--- config.mk ---
export PLATFORM = sky130hd
export DESIGN_NAME = fvm_mixer
export DESIGN_NICKNAME = d
export VERILOG_FILES = /design/src/fvm_pkg.sv /design/src/fvm_mixer.sv
export SDC_FILE = /design/constraint.sdc
export NUM_CORES = 1
export LEC_CHECK = 0
export BUFFER_PORTS_ARGS = -buffer_cell sky130_fd_sc_hd__buf_2
export CAP_MARGIN = 20
export CORE_ASPECT_RATIO = 0.6
export CORE_MARGIN = 5
export CORE_UTILIZATION = 30
export DETAILED_ROUTE_END_ITERATION = 12
export PLACE_DENSITY = 0.49
export SYNTH_ARGS = -nofsm -noshare
export SYNTH_HDL_FRONTEND = slang
export SYNTH_SLANG_ARGS = --single-unit
export TNS_END_PERCENT = 50
--- constraint.sdc ---
create_clock -name vclk -period 15.5
set_input_delay 0 -clock vclk [all_inputs]
set_output_delay 0 -clock vclk [all_outputs]
set_load 0.1 [all_outputs]
--- src/fvm_pkg.sv ---
// shared constants, codes and types for the four voice tone and noise mixer
// no dependencies; used by every module under src
package fvm_pkg;

   localparam int NUM_CH            = 4;
   localparam int NUM_SQUARE        = 3;
   localparam int NOISE_DEPTH_DFLT  = 32768;

   localparam int FREQ_W            = 17;
   localparam int INC_W             = 16;
   localparam int VOL_W             = 8;
   localparam int PHASE_W           = 32;
   localparam int SUM_W             = 26;
   localparam int AMPL_SHIFT        = 15;  // amplitude 32767 = 2^15 - 1
   localparam int MAG_W             = VOL_W + AMPL_SHIFT;

   // square voice sign bit of the phase
   localparam int SQUARE_BIT        = 13;
   // noise table index taken from phase bits 31..8
   localparam int NOISE_SHIFT       = 8;

   localparam logic [PHASE_W-1:0] LFSR_SEED = 32'h0000_0001;
   localparam logic [PHASE_W-1:0] LFSR_TAP  = 32'h0800_0001;

   localparam logic CMD_SET  = 1'b0;
   localparam logic CMD_TICK = 1'b1;

   typedef struct packed {
      logic [NUM_SQUARE-1:0]           square_neg;
      logic [NUM_CH-1:0][VOL_W-1:0]    volume;
   } voice_snap_type;

endpackage

--- src/fvm_mixer.sv ---
// weights the four voice signs by their volumes and sums them
// depends on fvm_pkg
module fvm_mixer (
   input  fvm_pkg::voice_snap_type            snap,
   input  logic                               noise_bit,
   output logic signed [fvm_pkg::SUM_W-1:0]   sum
);

   logic [fvm_pkg::MAG_W-1:0]          mag  [fvm_pkg::NUM_CH];
   logic                               neg  [fvm_pkg::NUM_CH];
   logic signed [fvm_pkg::SUM_W-1:0]   term [fvm_pkg::NUM_CH];

   always_comb begin
      for (int c = 0; c < fvm_pkg::NUM_CH; c++) begin
         // volume times 32767 as a shift and subtract
         mag[c] = {snap.volume[c], fvm_pkg::AMPL_SHIFT'(0)}
                - fvm_pkg::MAG_W'(snap.volume[c]);
      end
      for (int c = 0; c < fvm_pkg::NUM_SQUARE; c++) begin
         neg[c] = snap.square_neg[c];
      end
      neg[fvm_pkg::NUM_CH-1] = !noise_bit;
      sum = '0;
      for (int c = 0; c < fvm_pkg::NUM_CH; c++) begin
         term[c] = neg[c] ? -$signed(fvm_pkg::SUM_W'(mag[c]))
                          :  $signed(fvm_pkg::SUM_W'(mag[c]));
         sum     = sum + term[c];
      end
   end

endmodule

==> qor.txt <==
status: finished, final reports clean
WL per Instance: 15.82 um
# port buffers: 62
Sum Neg Setup Slack: 0 ns
Tot GR Track Use: 14.99%
initial antenna violation count: 0
initial DRC count: 337
CP Capture Type: output port
Reg area: 0 um^2
num sequential: 0
die area: 0.01912 mm^2
WL met2: 5.247 mm
Slew Limit Fails: 0
max_cap viols: 0
# fillers: 1794
final setup vio count: 0
die height: 109.1 um
Avg Cell Area, Syn: 7.301 um^2
vias in the first global route: 4291
mapped cell area: 0.004913 mm^2
met1 WL: 8.360 mm
Synth Warn #: 0
crit path DAT: 6.81 ns
drt pass-1 iters: 5
Final period util: 43.94%
# resized after CTS: 0
RSZ-0062 raised after global routing: no
DRT antenna net count: 0
Slew @ Worst Pin: 0.8947 ns
nets@finish: 826
Final Hold Viols: 0
Worst EP required: 15.50 ns
total grt overflow: 0
Ant. Diodes: 0
post-synthesis cell type count: 60
Initial Utilization: 30.39%
post-DP HPWL: 12.83 mm
DRC violations left: 0
number of buffers added for setup after CTS: 0
area occupied by multi-input gates: 0.004364 mm^2
cts hold-fix bufs: 0
Row Count: 36
Final GP Congestion: 0.8832
post-synth net total: 792
uppermost layer routed: met3
I/O pin count: 62
largest net degree at the start of global routing: 23
total wire length: 14.46 mm
clkbuf count: 0
Gate Count Post-Synth: 673
hold crit path type: in2out
max_slew headroom: 39.89%
Fmax: 0.1468 GHz
global-route wire length before repair: 23.12 mm
CP Max Fanout: 9
Via density: 4.972
sequential-to-total area share from yosys stat: 0%
crit path time final: 6.811 ns
WL met3: 851 um
routed vias: 4544
crit start category: input pin
layout cell share with drive strength beyond 1: 10.64%
Placeable Area: 0.01617 mm^2
Layout area overhead: 8.862%
Die W: 175.2 um
Setup CP Type: in2out
final timing paths:
check	from	endpoint	slack, ns	depth (start not counted)
setup / recovery	snap[16]	sum[25]	8.69	23
hold / removal	snap[0]	sum[0]	0.73	3
cell type report:
class | instances | area share, %
Inverter | 110 | 7.719
Tap cell | 209 | 4.889
Multi-Input combinational cell | 533 | 81.59
Timing Repair Buffer | 62 | 5.801
per-stage QoR:
stage / utilization, % / setup slack [ns] / hold WS (ns) / instance area, um^2 / instances
CTS: 33.08 / 8.646 / 0.7473 / 5349 / 914
floorplan: - / 8.933 / 0.5456 / 4913 / 673
global route: 33.08 / 8.282 / 0.7765 / 5349 / 914
detailed placement: 33.08 / 8.684 / 0.7453 / 5349 / 914
finish: 33.08 / 8.689 / 0.7339 / 5349 / 914
global placement: 33.08 / 8.602 / 0.7546 / 5349 / 914
worst max-delay path, cell delays in order:
cell	delay (ns)
buf_2	0.19
nor3_1	0.39
nand2_1	0.14
or3_1	0.45
inv_1	0.09
ha_1	0.27
or3_1	0.40
or3_1	0.38
nand3_1	0.14
o21ai_0	0.16
fa_1	0.58
inv_1	0.06
fa_1	0.55
inv_1	0.05
ha_1	0.37
nand3_1	0.22
a311oi_1	0.65
o21ai_0	0.36
o211ai_1	0.33
o211ai_1	0.20
o21ai_0	0.24
xnor2_1	0.15
buf_2	0.45
cell usage in the layout, fill, tap and decap left out, types with 2 or more instances in the layout:
cell	Yosys	routed
o21ai_0	46	46
o31ai_1	7	7
inv_1	110	110
a21oi_1	37	37
a311oi_1	2	2
and3_1	5	5
xnor2_1	72	72
nor2b_1	9	9
nand3b_1	2	2
fa_1	50	50
nor3b_1	2	2
nor2_1	52	52
nand2_1	38	38
o21ai_2	2	2
o22a_1	2	2
or4_1	4	4
a31oi_1	4	4
o21bai_1	4	4
a2111oi_0	2	2
and2_1	2	2
o21a_1	9	9
nor3_4	2	2
nand2b_1	16	16
nor4_1	5	5
o21ai_1	3	3
o31a_1	2	2
a211o_1	2	2
xor2_1	33	33
a211oi_1	4	4
nand3_1	16	16
buf_2	4	62
a21o_1	13	13
nor3_1	13	13
or3_1	9	9
o211ai_1	5	5
mux2i_1	7	7
ha_1	33	33
Yosys cell counts (3+ instances only):
master	count	area, um^2
inv_1	110	412.9
xnor2_1	72	630.6
nor2_1	52	195.2
fa_1	50	1001
o21ai_0	46	230.2
nand2_1	38	142.6
a21oi_1	37	185.2
ha_1	33	412.9
xor2_1	33	289.0
clkbuf_1	21	78.83
nand2b_1	16	100.1
nand3_1	16	80.08
a21o_1	13	97.59
nor3_1	13	65.06
nor2b_1	9	56.30
o21a_1	9	67.56
or3_1	9	56.30
mux2i_1	7	70.07
o31ai_1	7	52.55
and3_1	5	31.28
nor4_1	5	31.28
o211ai_1	5	37.54
a211oi_1	4	30.03
a31oi_1	4	25.02
buf_2	4	20.02
o21bai_1	4	30.03
or4_1	4	30.03
o21ai_1	3	15.01
per-layer routing:
metal | up-vias | GRT usage, %
met5 | - | 0
met4 | 0 | 0
met3 | 0 | 0.9009
met2 | 151 | 21.07
met1 | 2110 | 25.79
li1 | 2283 | -
cells by family (layout without fill, tap and decap cells):
group / Yosys count / after routing / share of synthesized area, %
multiplexers: 7 / 7 / 1.426
AND/OR/NAND/NOR: 184 / 184 / 19.43
XOR/XNOR: 106 / 106 / 19.05
AO/OA/AOI/OAI: 153 / 153 / 20.14
buffers and inverters: 140 / 172 / 11.18
adder cells (fa/ha/maj): 83 / 83 / 28.78
Power is not shown: default switching activity piles up to over one toggle a cycle in this logic, so the estimate is an artifact.
