File: config.mk
export PLATFORM = sky130hd
export DESIGN_NAME = fvm_voice_bank
export DESIGN_NICKNAME = d
export VERILOG_FILES = /design/src/fvm_pkg.sv /design/src/fvm_voice_bank.sv
export SDC_FILE = /design/constraint.sdc
export NUM_CORES = 1
export LEC_CHECK = 0
export BUFFER_PORTS_ARGS = -buffer_cell sky130_fd_sc_hd__buf_2
export CAP_MARGIN = 20
export CORE_ASPECT_RATIO = 0.7
export CORE_MARGIN = 2
export CORE_UTILIZATION = 50
export DETAILED_ROUTE_END_ITERATION = 10
export GPL_TIMING_DRIVEN = 0
export PLACE_DENSITY = 0.69
export SLEW_MARGIN = 20
export SYNTH_ARGS = -nofsm -noshare
export SYNTH_HDL_FRONTEND = slang
export SYNTH_SLANG_ARGS = --single-unit
File: constraint.sdc
create_clock -name clock -period 10.2 [get_ports clock]
set_clock_uncertainty 0.2 [all_clocks]
set_input_delay 2.04 -clock clock [delete_from_list [all_inputs] [get_ports clock]]
set_output_delay 2.04 -clock clock [all_outputs]
set_load 0.02 [all_outputs]
File: src/fvm_pkg.sv
// shared constants, codes and types for the four voice tone and noise mixer
// no dependencies; used by every module under src
package fvm_pkg;

   localparam int NUM_CH            = 4;
   localparam int NUM_SQUARE        = 3;
   localparam int NOISE_DEPTH_DFLT  = 32768;

   localparam int FREQ_W            = 17;
   localparam int INC_W             = 16;
   localparam int VOL_W             = 8;
   localparam int PHASE_W           = 32;
   localparam int SUM_W             = 26;
   localparam int AMPL_SHIFT        = 15;  // amplitude 32767 = 2^15 - 1
   localparam int MAG_W             = VOL_W + AMPL_SHIFT;

   // square voice sign bit of the phase
   localparam int SQUARE_BIT        = 13;
   // noise table index taken from phase bits 31..8
   localparam int NOISE_SHIFT       = 8;

   localparam logic [PHASE_W-1:0] LFSR_SEED = 32'h0000_0001;
   localparam logic [PHASE_W-1:0] LFSR_TAP  = 32'h0800_0001;

   localparam logic CMD_SET  = 1'b0;
   localparam logic CMD_TICK = 1'b1;

   typedef struct packed {
      logic [NUM_SQUARE-1:0]           square_neg;
      logic [NUM_CH-1:0][VOL_W-1:0]    volume;
   } voice_snap_type;

endpackage

File: src/fvm_voice_bank.sv
// per channel phase, increment and volume registers plus noise index tracking
// depends on fvm_pkg
module fvm_voice_bank #(
   parameter int NOISE_DEPTH = fvm_pkg::NOISE_DEPTH_DFLT,
   localparam int IDX_W = $clog2(NOISE_DEPTH)
) (
   input  logic                          clock,
   input  logic                          reset,
   input  logic                          set_en,
   input  logic [1:0]                    set_channel,
   input  logic [fvm_pkg::FREQ_W-1:0]    set_freq,
   input  logic [fvm_pkg::VOL_W-1:0]     set_volume,
   input  logic                          tick_en,
   output fvm_pkg::voice_snap_type       snap,
   output logic [IDX_W-1:0]              noise_idx
);

   localparam int SW       = IDX_W + 2;
   localparam int WRAP_REM = (1 << 24) % NOISE_DEPTH;
   localparam logic [SW-1:0] DEPTH_S = SW'(NOISE_DEPTH);
   localparam logic [SW-1:0] WRAP_S  = SW'(WRAP_REM);
   localparam int NC = fvm_pkg::NUM_CH - 1;

   logic [fvm_pkg::PHASE_W-1:0] phase_ff [fvm_pkg::NUM_CH];
   logic [fvm_pkg::PHASE_W-1:0] phase_in [fvm_pkg::NUM_CH];
   logic [fvm_pkg::INC_W-1:0]   inc_ff   [fvm_pkg::NUM_CH];
   logic [fvm_pkg::VOL_W-1:0]   vol_ff   [fvm_pkg::NUM_CH];
   logic [IDX_W-1:0]            idx_ff, idx_in;
   logic [8:0]                  hi_delta;
   logic                        wrap;
   logic [SW-1:0]               t_sum, t_red, t_wrap;

   always_comb begin
      for (int c = 0; c < fvm_pkg::NUM_CH; c++) begin
         phase_in[c] = phase_ff[c] + fvm_pkg::PHASE_W'(inc_ff[c]);
      end
   end

   // index bits 31..8 move by at most 256 a tick; a phase wrap drops 2^24 from
   // the natural index, which is folded back as its remainder
   always_comb begin
      hi_delta = phase_in[NC][16:8] - phase_ff[NC][16:8];
      wrap     = phase_in[NC] < phase_ff[NC];
      t_sum    = SW'(idx_ff) + SW'(hi_delta);
      t_red    = (t_sum >= DEPTH_S) ? (t_sum - DEPTH_S) : t_sum;
      if (!wrap) begin
         t_wrap = t_red;
      end else if (t_red >= WRAP_S) begin
         t_wrap = t_red - WRAP_S;
      end else begin
         t_wrap = t_red + DEPTH_S - WRAP_S;
      end
      idx_in = t_wrap[IDX_W-1:0];
   end

   always_ff @(posedge clock) begin
      if (reset) begin
         for (int c = 0; c < fvm_pkg::NUM_CH; c++) begin
            phase_ff[c] <= '0;
            inc_ff[c]   <= '0;
            vol_ff[c]   <= '0;
         end
         idx_ff <= '0;
      end else if (set_en) begin
         inc_ff[set_channel] <= set_freq[fvm_pkg::FREQ_W-1:1];
         vol_ff[set_channel] <= set_volume;
      end else if (tick_en) begin
         for (int c = 0; c < fvm_pkg::NUM_CH; c++) begin
            phase_ff[c] <= phase_in[c];
         end
         idx_ff <= idx_in;
      end
   end

   always_comb begin
      for (int c = 0; c < fvm_pkg::NUM_SQUARE; c++) begin
         snap.square_neg[c] = phase_ff[c][fvm_pkg::SQUARE_BIT];
      end
      for (int c = 0; c < fvm_pkg::NUM_CH; c++) begin
         snap.volume[c] = vol_ff[c];
      end
   end

   assign noise_idx = idx_ff;

endmodule

==> flow_summary_export.csv <==
group,metric,value,unit
outcome,status,"finished, final reports clean",
placement,dp_hpwl,16500,µm
critical_path,ff2ff_path_depth,21,
routing,wl_met2,9120,µm
synthesis,post-synth-top-area-cell,"edfxtp_1",
timing,tns,0,ps
routing,vias,7148,
clock_network,clk_pin_slew,70,ps
clock_network,postCtsResizedCells,0,
global_routing,grt_usage,0.237,
finish,ff_latch_area,4740,µm²
critical_path,cp_max_fo,7,
timing,slew_viol_final,0,
synthesis,yosysWarnings,0,
critical_path,crit_arrival,5410,ps
routing,wl_met1,11600,µm
synthesis,postSynthAreaPerCell,10.9,µm²
synthesis,yosysSeqAreaShare,0.492,
synthesis,synth_top_family_by_area,"simple AND/OR/NAND/NOR gates",
timing,timing.final.crit_share,0.519,
timing,worst_pin_slew,776,ps
clock_network,cts_tree,"built",
synthesis,synthAdderAreaFrac,0.107,
global_routing,grt_max_degree,45,
synthesis,synth.top_cell.area_share,0.461,
critical_path,slowest_stage,"a311oi_2",
finish,nets,1098,
timing,final_hold_viol_count,0,
timing,maxSlewHeadroom,0.482,
routing,wl_per_cell,18.5,µm
finish,area_delta_synth_final,13.6,%
finish,design_area,10900,µm²
critical_path,r2r_start,"inc_ff[3][0]",
finish,multi_input_area,4650,µm²
finish,fillCellCount,1599,
routing,first_pass_iters,5,
placement,numPortBuffers,79,
clock_network,cts.htree.levels,4,
clock_network,insertion_delay,430,ps
synthesis,synth-simple-area-share,0.180,
finish,final_util,0.579,
critical_path,reg2reg_slack,4900,ps
synthesis,synthMuxAreaShare,0.0139,
global_routing,grt_pass1_wl,36500,µm
critical_path,crit_path_max_incr_delay,520,ps
finish,mostFrequentLayoutCells,"148 x edfxtp_1, 97 x and2_1, 80 x buf_2, 73 x ha_1",
critical_path,startpoint_type,"flip-flop",
critical_path,r2r-end,"noise_idx[14]",
critical_path,path_cells,"ha_1 -> inv_1 -> fa_1 -> nand2b_1 -> a21o_1 -> a21oi_1 -> xnor2_1 -> ha_1 -> inv_1 -> fa_1 -> a21o_1 -> a211oi_1 -> nor2_1 -> nor2_1 -> xnor2_1 -> ha_1 -> a21o_1 -> a21oi_1 -> a311oi_2 -> nor4b_1 -> or4_1",
timing,rsz0062_at_grt,"false",
run,drv_cap,0,
floorplanning,core,18900,µm²
routing,drc,0,
floorplanning,io_pins,81,
timing,clock.fmax,189,MHz
timing,setup_viol,0,
synthesis,synth-compound-area-share,0.147,
finish,diodes,0,
timing,period_minus_slack,5300,ps
synthesis,ys_types,63,
power,powerDensity,187,nW/µm²
synthesis,synthArstFlopShare,0,
placement,place_area,10400,µm²
min_path,hold_class,"reg2reg",
clock_network,cts_hold_buf,0,
synthesis,synth_xor_area_frac,0.0336,
synthesis,syn-instance-count,888,
floorplanning,die_h,120,µm
synthesis,synth-edff-count,148,
clock_network,cts_sinks,163,
clock_network,clock_path_buffers,2,
routing,antenna_left,0,
floorplanning,dieWidth,170,µm
global_routing,antenna_found_initial,1,
synthesis,synth-main-ff-cell,"edfxtp_1",
routing,routed_wl,23000,µm
critical_path,critPathTopFamily,"adder cells",
floorplanning,dieArea,20400,µm²
routing,drt-initial-drc-count,593,
placement,place_congestion,0.895,
power,p_leak,4.46,nW
timing,whs,272,ps
critical_path,crit_start,"inc_ff[3][0]",
global_routing,grt_overflow,0,
routing,dr_wl_met3,2040,µm
critical_path,critPathRequiredTime,10310,ps
synthesis,ys_top_cells_by_area,"edfxtp_1 46%, ha_1 9.5%, and2_1 6.3%",
clock_network,postCtsSetupRepairBufs,0,
floorplanning,start_util,0.509,
finish,drive_gt1_frac,0.138,
routing,dr.max_layer_used,"met4",
critical_path,end_kind,"flip-flop",
synthesis,mappedNetlistNets,998,
finish,final_common_cell,"edfxtp_1",
critical_path,critPathBufInv,2,
synthesis,netlist_area,9640,µm²
power,ir_worst_vdd,0.109,mV
clock_network,root_buffer,"clkbuf_16",
critical_path,endpoint,"noise_idx[14]",
synthesis,ys_seq_elements,163,
critical_path,path_class,"reg2reg",
floorplanning,row_count,42,
routing,via_per_inst,5.75,
clock_network,cts_buffers,17,
critical_path,path_depth,21,
global_routing,grt_pass1_vias,6742,
synthesized netlist by cell type, drive strengths merged (15+ instances only):
cell type	count
a211oi	21
a21o	20
a21oi	62
and2	97
clkbuf	15
dfxtp	15
edfxtp	148
ha	73
inv	37
nand2	57
nand3	15
nor2	62
o211ai	19
o21ai	32
xnor2	18
xor2	19
power by group:
group,internal (mW),leakage [nW],switching (mW)
registers,0.790,1.62,0.0265
logic,0.238,2.57,0.368
clock network,0.323,0.271,0.299
total,1.35,4.46,0.693
area by class of cell:
cell class / instances / share of cell area
Inverter: 37 / 0.0127
Sequential cell: 163 / 0.433
Timing Repair Buffer: 81 / 0.0393
Tap cell: 242 / 0.0277
Clock inverter: 15 / 0.0122
Buffer: 26 / 0.0107
Clock buffer: 17 / 0.0389
Multi-Input combinational cell: 662 / 0.425
layer usage:
metal  up-vias  global-route usage
met5         -                   0
met4         0              0.0630
met3        26              0.0742
met2       255               0.320
met1      3397               0.364
li1       3470                   -
per-stage QoR:
step	instances	worst slack, ps	power [mW]
5_1_grt	1243	4540	2.15
2_1_floorplan	888	5740	1.27
6_report	1243	4900	2.04
3_5_place_dp	1211	5030	1.42
4_1_cts	1243	4970	2.04
3_3_place_gp	1209	4560	1.41
cells by family after synthesis:
kind of cell	Yosys count
compound gates	212
xor+xnor	37
fa+ha+maj	79
buf+inv	63
flops	163
mux	13
simple gates	321
worst min-delay path by stage:
stage | from | to | slack, ps | depth (start not counted)
final | noise_idx[7] | noise_idx[7] | 270 | 2
after CTS | noise_idx[4] | noise_idx[4] | 280 | 2
after floorplan | noise_idx[3] | noise_idx[3] | 350 | 2
after global routing | noise_idx[7] | noise_idx[7] | 300 | 2
after detailed placement | noise_idx[4] | noise_idx[4] | 260 | 2
after global placement | noise_idx[3] | noise_idx[3] | 260 | 2
sequential cells by signal, indices dropped and copies added, names as in the netlist:
name	cells
inc_ff	58
phase_ff	58
vol_ff	32
noise_idx	15
worst register-to-register path, cell delays in order (launching register included):
cell      delay, ps
edfxtp_1        350
ha_1            210
inv_1            70
fa_1            390
nand2b_1        210
a21o_1          240
a21oi_1         170
xnor2_1         170
ha_1            220
inv_1            60
fa_1            410
a21o_1          190
a211oi_1        240
nor2_1          110
nor2_1          120
xnor2_1         240
ha_1            340
a21o_1          160
a21oi_1          50
a311oi_2        520
nor4b_1          90
or4_1           410
Note: power is estimated with default switching activity, not from simulation.
